File: src/sv/mkog_pkg.sv
// Shared types and constants for the matrix key order generator.
package mkog_pkg;

	localparam int KEY_W      = 32;
	localparam int CFG_SIDE_W = 17;
	localparam int PERIOD_W   = 32;
	localparam int MODE_W     = 2;
	localparam int REG_IDX_W  = 2;
	localparam int DIV_CNT_W  = 5;

	localparam logic [MODE_W-1:0] MODE_ROW   = 2'd0;
	localparam logic [MODE_W-1:0] MODE_COL   = 2'd1;
	localparam logic [MODE_W-1:0] MODE_INTER = 2'd2;

	localparam logic [REG_IDX_W-1:0] REG_ORDER_MODE  = 2'd0;
	localparam logic [REG_IDX_W-1:0] REG_MATRIX_SIDE = 2'd1;
	localparam logic [REG_IDX_W-1:0] REG_KEEP_PERIOD = 2'd2;

	localparam logic [DIV_CNT_W-1:0] DIV_LAST = 5'd31;

	typedef enum logic [1:0] {
		ST_IDLE,
		ST_MUL,
		ST_DIV,
		ST_OUT
	} state_t;

endpackage

File: src/sv/matrix_key_order_generator.sv
// Top level of the matrix key order generator with its sequencer and divider.
//
// The block walks every position of a square matrix in row-major, column-major or
// interleaved order and delivers one word per input word. An input word carries
// restart: 1 begins the walk at the first position, 0 takes the pending position.
// Each output word carries key (row times side plus column), keep (key is a
// multiple of keep_period) and last (final position of the walk).
// Both channels use valid and stall; a word moves when valid is high and stall low.
// Registers order_mode, matrix_side and keep_period sit at byte addresses 0, 4
// and 8 of the APB port. The user must write them only while the block is idle;
// the block itself does not enforce this. A word passes the key multiply in
// ST_MUL, the restoring divider in ST_DIV that forms key modulo keep_period one
// quotient bit per cycle, and ST_OUT, which moves the result into the output
// register. The output word becomes valid in the same cycle that in_stall drops,
// so a new input word is accepted only after the last one has left the sequencer.
// in_stall is high while a word is in the sequencer. When the receiver stalls,
// the output register holds its word and a finished result waits in the
// sequencer until the register frees up. Reset returns the registers to
// row-major, side 1 and period 1, empties the output and sets the walk to its
// first position.
module matrix_key_order_generator #(
	parameter int MAX_SIDE = 65536
) (
	input  logic                               clk,
	input  logic                               arst_n,
	input  logic                               psel,
	input  logic                               penable,
	input  logic                               pwrite,
	input  logic [3:0]                         paddr,
	input  logic [31:0]                        pwdata,
	output logic [31:0]                        prdata,
	output logic                               pready,
	input  logic                               in_valid,
	output logic                               in_stall,
	input  logic                               restart,
	output logic                               out_valid,
	input  logic                               out_stall,
	output logic [mkog_pkg::KEY_W-1:0]         key,
	output logic                               keep,
	output logic                               last
);

	localparam int SIDE_W = $clog2(MAX_SIDE + 1);
	localparam int PROD_W = 2 * SIDE_W;
	localparam logic [mkog_pkg::CFG_SIDE_W-1:0] MAX_SIDE_C = mkog_pkg::CFG_SIDE_W'(MAX_SIDE);

	logic [mkog_pkg::MODE_W-1:0]     order_mode_q;
	logic [mkog_pkg::CFG_SIDE_W-1:0] matrix_side_q;
	logic [mkog_pkg::PERIOD_W-1:0]   keep_period_q;

	logic [SIDE_W-1:0] outer_q;
	logic [SIDE_W-1:0] inner_q;
	logic              phase_q;

	logic [SIDE_W-1:0] row_q;
	logic [SIDE_W-1:0] col_q;
	logic              last_q;

	logic [mkog_pkg::KEY_W-1:0]    key_q;
	logic [mkog_pkg::KEY_W-1:0]    dividend_q;
	logic [mkog_pkg::PERIOD_W-1:0] rem_q;
	logic [mkog_pkg::DIV_CNT_W-1:0] cnt_q;

	logic                          out_valid_q;
	logic [mkog_pkg::KEY_W-1:0]    out_key_q;
	logic                          out_keep_q;
	logic                          out_last_q;

	mkog_pkg::state_t state_q;
	mkog_pkg::state_t state_d;

	logic                          cfg_wr;
	logic [mkog_pkg::REG_IDX_W-1:0] reg_idx;
	logic [mkog_pkg::CFG_SIDE_W-1:0] side_clamp;
	logic [SIDE_W-1:0]             side_eff;
	logic [SIDE_W-1:0]             side_m1;
	logic                          inter;
	logic                          pos_ok;
	logic                          accept;
	logic                          out_free;
	logic                          load_out;
	logic [SIDE_W-1:0]             cur_outer;
	logic [SIDE_W-1:0]             cur_inner;
	logic                          cur_phase;
	logic [SIDE_W-1:0]             cur_row;
	logic [SIDE_W-1:0]             cur_col;
	logic                          cur_last;
	logic [SIDE_W-1:0]             nxt_outer;
	logic [SIDE_W-1:0]             nxt_inner;
	logic                          nxt_phase;
	logic [PROD_W-1:0]             prod;
	logic [mkog_pkg::PERIOD_W:0]   trial;
	logic [mkog_pkg::PERIOD_W:0]   trial_sub;

	assign pready  = 1'b1;
	assign cfg_wr  = psel && penable && pwrite && pready;
	assign reg_idx = paddr[3:2];

	always_ff @(posedge clk or negedge arst_n) begin
		if (!arst_n) begin
			order_mode_q  <= mkog_pkg::MODE_ROW;
			matrix_side_q <= mkog_pkg::CFG_SIDE_W'(1);
			keep_period_q <= mkog_pkg::PERIOD_W'(1);
		end else if (cfg_wr) begin
			case (reg_idx)
				mkog_pkg::REG_ORDER_MODE:  order_mode_q  <= pwdata[mkog_pkg::MODE_W-1:0];
				mkog_pkg::REG_MATRIX_SIDE: matrix_side_q <= pwdata[mkog_pkg::CFG_SIDE_W-1:0];
				mkog_pkg::REG_KEEP_PERIOD: keep_period_q <= pwdata;
				default: ;
			endcase
		end
	end

	always_comb begin
		case (reg_idx)
			mkog_pkg::REG_ORDER_MODE:  prdata = 32'(order_mode_q);
			mkog_pkg::REG_MATRIX_SIDE: prdata = 32'(matrix_side_q);
			mkog_pkg::REG_KEEP_PERIOD: prdata = keep_period_q;
			default:                   prdata = '0;
		endcase
	end

	always_comb begin
		side_clamp = matrix_side_q;
		if (side_clamp == '0) begin
			side_clamp = mkog_pkg::CFG_SIDE_W'(1);
		end
		if (side_clamp > MAX_SIDE_C) begin
			side_clamp = MAX_SIDE_C;
		end
		side_eff = SIDE_W'(side_clamp);
		side_m1  = side_eff - SIDE_W'(1);
		inter    = (order_mode_q == mkog_pkg::MODE_INTER);
	end

	// Position check, emitted position and the step to the next one.
	always_comb begin
		pos_ok = (outer_q < side_eff) && (inner_q < side_eff);
		if (inter) begin
			if (phase_q && outer_q == '0) begin
				pos_ok = 1'b0;
			end
			if (outer_q != '0 && inner_q < outer_q) begin
				pos_ok = 1'b0;
			end
		end
		if (restart || !pos_ok) begin
			cur_outer = '0;
			cur_inner = '0;
			cur_phase = 1'b0;
		end else begin
			cur_outer = outer_q;
			cur_inner = inner_q;
			cur_phase = phase_q;
		end

		if (order_mode_q == mkog_pkg::MODE_COL) begin
			cur_row = cur_inner;
			cur_col = cur_outer;
		end else if (inter && cur_phase) begin
			cur_row = cur_inner;
			cur_col = cur_outer - SIDE_W'(1);
		end else begin
			cur_row = cur_outer;
			cur_col = cur_inner;
		end

		cur_last = (cur_outer == side_m1) && (cur_inner == side_m1) && (!inter || !cur_phase);

		nxt_outer = cur_outer;
		nxt_inner = cur_inner;
		nxt_phase = cur_phase;
		if (!inter) begin
			nxt_phase = 1'b0;
			if (cur_inner != side_m1) begin
				nxt_inner = cur_inner + SIDE_W'(1);
			end else begin
				nxt_inner = '0;
				nxt_outer = (cur_outer == side_m1) ? '0 : cur_outer + SIDE_W'(1);
			end
		end else if (cur_inner != side_m1) begin
			nxt_inner = cur_inner + SIDE_W'(1);
		end else if (cur_phase) begin
			nxt_phase = 1'b0;
			nxt_inner = cur_outer;
		end else if (cur_outer == side_m1) begin
			nxt_outer = '0;
			nxt_inner = '0;
		end else begin
			nxt_outer = cur_outer + SIDE_W'(1);
			nxt_inner = cur_outer + SIDE_W'(1);
			nxt_phase = 1'b1;
		end
	end

	assign prod      = PROD_W'(row_q) * PROD_W'(side_eff);
	assign trial     = {rem_q, dividend_q[mkog_pkg::KEY_W-1]};
	assign trial_sub = trial - {1'b0, keep_period_q};

	always_ff @(posedge clk or negedge arst_n) begin
		if (!arst_n) begin
			state_q <= mkog_pkg::ST_IDLE;
		end else begin
			state_q <= state_d;
		end
	end

	always_comb begin
		state_d  = state_q;
		in_stall = (state_q != mkog_pkg::ST_IDLE);
		accept   = in_valid && !in_stall;
		out_free = !out_valid_q || !out_stall;
		load_out = 1'b0;
		case (state_q)
			mkog_pkg::ST_IDLE: begin
				if (accept) begin
					state_d = mkog_pkg::ST_MUL;
				end
			end
			mkog_pkg::ST_MUL: begin
				state_d = mkog_pkg::ST_DIV;
			end
			mkog_pkg::ST_DIV: begin
				if (cnt_q == mkog_pkg::DIV_LAST) begin
					state_d = mkog_pkg::ST_OUT;
				end
			end
			mkog_pkg::ST_OUT: begin
				if (out_free) begin
					load_out = 1'b1;
					state_d  = mkog_pkg::ST_IDLE;
				end
			end
			default: begin
				state_d = mkog_pkg::ST_IDLE;
			end
		endcase
	end

	always_ff @(posedge clk or negedge arst_n) begin
		if (!arst_n) begin
			outer_q <= '0;
			inner_q <= '0;
			phase_q <= 1'b0;
		end else if (accept) begin
			outer_q <= nxt_outer;
			inner_q <= nxt_inner;
			phase_q <= nxt_phase;
		end
	end

	always_ff @(posedge clk or negedge arst_n) begin
		if (!arst_n) begin
			cnt_q <= '0;
		end else if (state_q == mkog_pkg::ST_DIV) begin
			cnt_q <= cnt_q + mkog_pkg::DIV_CNT_W'(1);
		end else begin
			cnt_q <= '0;
		end
	end

	always_ff @(posedge clk) begin
		if (accept) begin
			row_q  <= cur_row;
			col_q  <= cur_col;
			last_q <= cur_last;
		end
		if (state_q == mkog_pkg::ST_MUL) begin
			key_q      <= mkog_pkg::KEY_W'(prod + PROD_W'(col_q));
			dividend_q <= mkog_pkg::KEY_W'(prod + PROD_W'(col_q));
			rem_q      <= '0;
		end else if (state_q == mkog_pkg::ST_DIV) begin
			dividend_q <= {dividend_q[mkog_pkg::KEY_W-2:0], 1'b0};
			if (trial >= {1'b0, keep_period_q}) begin
				rem_q <= trial_sub[mkog_pkg::PERIOD_W-1:0];
			end else begin
				rem_q <= trial[mkog_pkg::PERIOD_W-1:0];
			end
		end
	end

	always_ff @(posedge clk or negedge arst_n) begin
		if (!arst_n) begin
			out_valid_q <= 1'b0;
		end else if (load_out) begin
			out_valid_q <= 1'b1;
		end else if (!out_stall) begin
			out_valid_q <= 1'b0;
		end
	end

	always_ff @(posedge clk) begin
		if (load_out) begin
			out_key_q  <= key_q;
			out_keep_q <= (rem_q == '0);
			out_last_q <= last_q;
		end
	end

	assign out_valid = out_valid_q;
	assign key       = out_key_q;
	assign keep      = out_keep_q;
	assign last      = out_last_q;

	a_accept_starts: assert property (@(posedge clk) disable iff (!arst_n)
		(in_valid && !in_stall) |=> (state_q == mkog_pkg::ST_MUL))
		else $error("accepted word did not start the multiply");

	a_div_ends: assert property (@(posedge clk) disable iff (!arst_n)
		(state_q == mkog_pkg::ST_DIV && cnt_q == mkog_pkg::DIV_LAST)
		|=> (state_q == mkog_pkg::ST_OUT))
		else $error("divider did not finish after 32 steps");

	a_pos_in_range: assert property (@(posedge clk) disable iff (!arst_n)
		(state_q != mkog_pkg::ST_IDLE) |-> (outer_q < side_eff && inner_q < side_eff))
		else $error("walk position left the matrix");

	a_out_loaded: assert property (@(posedge clk) disable iff (!arst_n)
		(state_q == mkog_pkg::ST_OUT && out_free) |=> (out_valid && state_q == mkog_pkg::ST_IDLE))
		else $error("finished result was not moved to the output");

endmodule

File: config.mk
export PLATFORM = sky130hd
export DESIGN_NAME = matrix_key_order_generator
export DESIGN_NICKNAME = d
export VERILOG_FILES = /design/src/sv/mkog_pkg.sv /design/src/sv/matrix_key_order_generator.sv
export SDC_FILE = /design/constraint.sdc
export NUM_CORES = 1
export LEC_CHECK = 0
export BUFFER_PORTS_ARGS = -buffer_cell sky130_fd_sc_hd__buf_2
export CAP_MARGIN = 20
export CORE_MARGIN = 10
export CORE_UTILIZATION = 40
export DETAILED_ROUTE_END_ITERATION = 7
export SYNTH_ARGS = -nofsm -noshare
export SYNTH_HDL_FRONTEND = slang
export SYNTH_SLANG_ARGS = --single-unit
export TNS_END_PERCENT = 50
File: constraint.sdc
create_clock -name clk -period 8.2 [get_ports clk]
set_input_delay 0.82 -clock clk [delete_from_list [all_inputs] [get_ports clk]]
set_output_delay 0.82 -clock clk [all_outputs]
set_load 0.02 [all_outputs]
==> results of run 1 <==
## metal layers
layer	GRT usage, %	part of all wire (%)
met1	26.74	43
met2	33.78	46
met3	3.276	6.0
met4	8.613	4.4
met5	0	0
## path summary, 6_finish.rpt
path / from / to
worst max-delay path: matrix_side_q[16] / dividend_q[31]
worst min-delay path: arst_n / keep_period_q[31]
worst max register to register: matrix_side_q[16] / dividend_q[31]
worst min register to register: key_q[8] / key[8]
max in group asynchronous: arst_n / outer_q[11]
min in group clk: pwdata[26] / keep_period_q[26]
## power by group
part / internal (mW) / leakage, nW / switching (mW)
clock: 0.897 / 0.544 / 0.630
sequential: 2.27 / 2.72 / 0.356
combinational: 3.57 / 9.71 / 5.27
## through the flow
stage | util [%] | setup slack, ps | hold slack, ps | std cells
after global routing | 44.45 | 123.5 | 159.6 | 3866
after CTS | 44.44 | 458.5 | 136.3 | 3866
final | 44.45 | 576.2 | 148.3 | 3866
after global placement | 42.75 | 539.1 | 403.1 | 3809
after floorplan | - | 523.6 | 400.3 | 2919
after detailed placement | 42.75 | 500.9 | 405.2 | 3809
## worst reg2reg max path: stages (launching register included)
cell     delay [ps]
dfrtp_1         710
nor2b_1         390
buf_4           290
nand2_1         100
fa_1            450
fa_1            510
inv_1            60
fa_1            530
inv_1            70
fa_1            530
inv_1            50
fa_1            470
inv_1            50
fa_1            470
inv_1            40
ha_1            350
inv_1           110
o31ai_1          80
a41o_1          230
o41a_1          380
a41oi_1         470
a211o_1         320
o21ai_0         150
a21oi_1         200
xnor2_1         100
mux2_2          260
## cell type report
| cell class | instances | area, um2 | share of cell area, % |
|---|---|---|---|
| clock buffer | 33 | 793.3 | 2.724 |
| clock inverter | 24 | 314.1 | 1.079 |
| inverter | 407 | 1528 | 5.246 |
| multi-input combinational | 2090 | 17270 | 59.29 |
| sequential | 259 | 6989 | 24.00 |
| tap | 864 | 1081 | 3.712 |
| timing repair buffer | 189 | 1149 | 3.944 |
## sequential cells by signal, summed over array words and instances, names as in the netlist, 2 cells and up
register	count
dividend_q	32
keep_period_q	32
key	32
key_q	32
rem_q	32
col_q	17
inner_q	17
matrix_side_q	17
outer_q	17
row_q	17
cnt_q	5
order_mode_q	2
state_q	2
## layout by cell type (no fill, tap or decap), drive strengths merged, types with 17 or more instances in the layout
master / n
dfxtp: 32
clkbuf: 33
nand3: 39
nor4: 31
dfrtp: 92
nand4: 35
nor2b: 36
a21oi: 117
ha: 188
nand2: 354
o31ai: 22
a211oi: 43
xnor2: 61
or3: 24
fa: 241
a31oi: 17
and3: 23
nor3: 53
and2: 155
a21o: 26
xor2: 19
nor2: 153
a22o: 20
o21ai: 129
edfxtp: 133
mux2: 47
inv: 409
mux2i: 30
buf: 189
## kinds of logic (layout without fill, tap and decap cells)
family,after synthesis,after routing,synth area share [%]
simple gates,961,961,18.07
buf+inv,570,653,8.235
compound gates,541,541,14.08
fa+ha+maj,429,429,27.21
flops,259,259,26.50
xor+xnor,81,81,2.742
mux,77,77,3.145
other cells,1,1,0.01422
## repair_timing
| action | in CTS | in global routing |
|---|---|---|
| setup endpoints to repair | 0 | 1 |
| hold buffers | 0 | 0 |
| gates resized for setup | 0 | 1 |
==> impl_metrics.json, run 1 <==
{
  "grt_max_degree": 71,
  "postCtsSetupBuffers": 0,
  "drc_errors": 0,
  "dp_hpwl_mm": 61.36,
  "die_h_um": 276.8,
  "hold_viol": 0,
  "start_util_pct": 40.26,
  "rsz0062_at_grt": "no",
  "pin_count": 113,
  "crit_path_max_fanout": 25,
  "crit_required_ps": 8570,
  "cp_slowest_cell": "dfrtp_1",
  "setup_tns_ps": 0,
  "design.core.area_um2": 65510,
  "rr_worst_depth": 25,
  "crit_type": "flip-flop to flip-flop",
  "cp-end-kind": "flip-flop",
  "p_leak_nw": 12.98,
  "synth_seq_cells": 259,
  "synth_area_per_cell_um2": 9.036,
  "hold_class": "input port to async pin",
  "drtAntennaViolNets": 0,
  "cts.root.buffer_cell": "clkbuf_16",
  "outcome": "completed",
  "layout-drive-gt1-share_pct": 11.09,
  "synth_top_cell_area_share_pct": 18.29,
  "yosys-top-cells-area": "fa_1 (18%), edfxtp_1 (15%), ha_1 (8.9%)",
  "fin_area_um2": 29120,
  "clk_pin_slew_ps": 60,
  "vias": 21576,
  "drv_cap": 0,
  "clock_path_buffers": 3,
  "maxSlewViolCount": 0,
  "diodes": 0,
  "viasPerCell": 5.581,
  "antenna_found_initial": 0,
  "critPathLaunchType": "flip-flop",
  "tightest_slew_ps": 1132,
  "drtIter0Drc": 1606,
  "slew-limit-headroom_pct": 22.56,
  "grt_pass1_wl_mm": 127.5,
  "gp_congestion": 0.9614,
  "die_x_um": 276.8,
  "finClkSkew_ps": 30.17,
  "synthFlopType": "edfxtp_1",
  "fp.dieArea_um2": 76610,
  "power_mw": 12.99,
  "crit_path_max_incr_delay_ps": 710,
  "fin_nets": 3451,
  "synth_most_common_cell": "inv_1",
  "num_rows": 94,
  "synth.cell_area_um2": 26380,
  "yosysSeqAreaShare_pct": 26.50,
  "r2r_slack_ps": 580,
  "cts_buffers": 31,
  "finalSetupViolations": 0,
  "fin_crit_ps": 7624,
  "firstDrtPassIters": 5,
  "syn-num-nets": 3392,
  "ir_worst_vdd_uv": 307.4,
  "ys_warn_count": 0,
  "wl_mm": 81.03,
  "cts_tree": "yes",
  "synth_async_sr_flop_share_pct": 36.29,
  "max_freq_mhz": 131.2,
  "power.density_nw_per_um2": 446.0,
  "synth.largest_area_cell": "fa_1",
  "synth-edff-count": 133,
  "synth_common_cells": "inv_1 (404), nand2_1 (354), fa_1 (241)",
  "crit_cells": 25,
  "crit_buf_inv": 7,
  "timing.final.crit_share_pct": 92.97,
  "nFillCells": 6308,
  "wire_per_inst_um": 20.96,
  "htreeDepth": 1,
  "overflow": 0,
  "areaGrowthSynthToFinish_pct": 10.40,
  "grt_usage_pct": 20.64,
  "crit_arrival_ps": 7990,
  "grt_pass1_vias": 22286,
  "insertion_delay_ps": 630,
  "cts.sinks": 259,
  "crit_family": "adder cells",
  "ys_types": 98,
  "dpl_cell_area_um2": 28010,
  "port_buffers": 109,
  "syn_inst": 2919
}
Note: power is estimated with default switching activity, not from simulation.
==> run 2: changes to the inputs <==
==> constraint.sdc (replaced) <==
create_clock -name clk -period 8.9 [get_ports clk]
set_input_delay 0.89 -clock clk [delete_from_list [all_inputs] [get_ports clk]]
set_output_delay 0.89 -clock clk [all_outputs]
set_load 0.02 [all_outputs]
==> impl_metrics.json, run 2 (synthesis results as in run 1) <==
{
  "crit_arrival_ps": 8320,
  "cts_buffers": 31,
  "crit_required_ps": 9270,
  "clock_path_buffers": 3,
  "grt_pass1_wl_mm": 125.7,
  "insertion_delay_ps": 610,
  "crit_path_max_fanout": 27,
  "grt_pass1_vias": 21822,
  "outcome": "completed",
  "clk_pin_slew_ps": 60,
  "layout_common_cells": "inv_1 (403), nand2_1 (354), fa_1 (241)",
  "layout-drive-gt1-share_pct": 10.26,
  "cts_tree": "yes",
  "overflow": 0,
  "wl_mm": 79.62,
  "pre_cts_ws_ps": 916.8,
  "finClkSkew_ps": 11.78,
  "antenna_found_initial": 1,
  "wire_per_inst_um": 20.69,
  "cts.root.buffer_cell": "clkbuf_16",
  "power_mw": 11.82,
  "grt_usage_pct": 20.24,
  "port_buffers": 109,
  "max_freq_mhz": 125.8,
  "rsz0062_at_grt": "no",
  "cp-end-kind": "flip-flop",
  "post_cts_resized": 0,
  "drc_errors": 0,
  "drtIter0Drc": 1889,
  "ir_worst_vdd_uv": 304.7,
  "htreeDepth": 1,
  "fin_nets": 3432,
  "power.density_nw_per_um2": 408.5,
  "pin_count": 113,
  "critPathLaunchType": "flip-flop",
  "crit_type": "flip-flop to flip-flop",
  "hold_buffers": 0,
  "tightest_slew_ps": 1188,
  "postCtsSetupBuffers": 0,
  "drtAntennaViolNets": 0,
  "finalWorstSetupSlack_ps": 947.8,
  "finalSetupViolations": 0,
  "slew-limit-headroom_pct": 20.09,
  "die_h_um": 276.8,
  "cts.sinks": 259,
  "maxSlewViolCount": 0,
  "timing.final.crit_share_pct": 89.35,
  "num_rows": 94,
  "start_util_pct": 40.26,
  "fin_crit_ps": 7952,
  "grt_max_degree": 66,
  "drv_cap": 0,
  "viasPerCell": 5.625,
  "final_common_cell": "inv_1",
  "vias": 21644,
  "p_leak_nw": 12.85,
  "dp_hpwl_mm": 60.32,
  "design.core.area_um2": 65510,
  "die_x_um": 276.8,
  "firstDrtPassIters": 6,
  "gp_congestion": 0.9864,
  "hold_viol": 0,
  "hold_class": "input port to async pin",
  "areaGrowthSynthToFinish_pct": 9.724,
  "setup_tns_ps": 0,
  "fp.dieArea_um2": 76610
}
[run 2: final timing paths]
check	to	from	slack, ps	depth (start not counted)
setup / recovery	dividend_q[24]	matrix_side_q[3]	950	25
hold / removal	keep_period_q[27]	arst_n	200	1
setup reg to reg	dividend_q[24]	matrix_side_q[3]	950	25
hold reg to reg	key[1]	key_q[1]	410	0
max in group asynchronous	outer_q[16]	arst_n	7340	2
min in group clk	key[1]	key_q[1]	410	0
[run 2: final cells by class]
class,instances,area [um2]
Fill cell,6339,36570
Clock buffer,39,847.1
Sequential cell,259,6989
Multi-Input combinational cell,2090,17260
Inverter,407,1528
Timing Repair Buffer,170,1010
Tap cell,864,1081
Clock inverter,18,225.2
Antenna cell,1,2.502
[run 2: worst max-delay path, stage by stage, from the launching register on]
cell	delay [ps]
dfrtp_1	570
nor4_1	590
and4_1	400
a22o_4	360
and2_1	200
fa_1	460
fa_1	470
ha_1	280
ha_1	270
inv_1	40
fa_1	420
inv_1	60
ha_1	150
inv_1	60
fa_1	460
nor2b_1	120
o21ai_0	110
a21boi_0	290
o21a_1	170
o21ai_0	150
a211o_1	400
a311oi_1	530
nor3_1	220
o41ai_1	460
xor2_1	130
mux2_2	280
[run 2: per-layer routing]
layer | vias up | track usage [%] | part of all wire (%)
li1 | 9979 | - | -
met1 | 10745 | 26.44 | 43
met2 | 764 | 33.93 | 47
met3 | 156 | 2.873 | 6.4
met4 | 0 | 6.704 | 3.6
met5 | - | 0 | 0
[run 2: per-stage QoR]
stage	std cells	cell area (um2)	util [%]	hold slack, ps
floorplan	2919	26380	-	400.3
global placement	3789	27860	42.52	402.8
detailed placement	3789	27860	42.52	404.5
CTS	3846	28930	44.16	193.4
global route	3847	28940	44.17	224.4
finish	3848	28940	44.18	196.4
[run 2: where the power goes]
group          total, mW  internal [mW]  switching [mW]
registers           2.48           2.09           0.395
clock network       1.34          0.794           0.547
logic               8.00           3.25            4.75
total               11.8           6.13            5.69
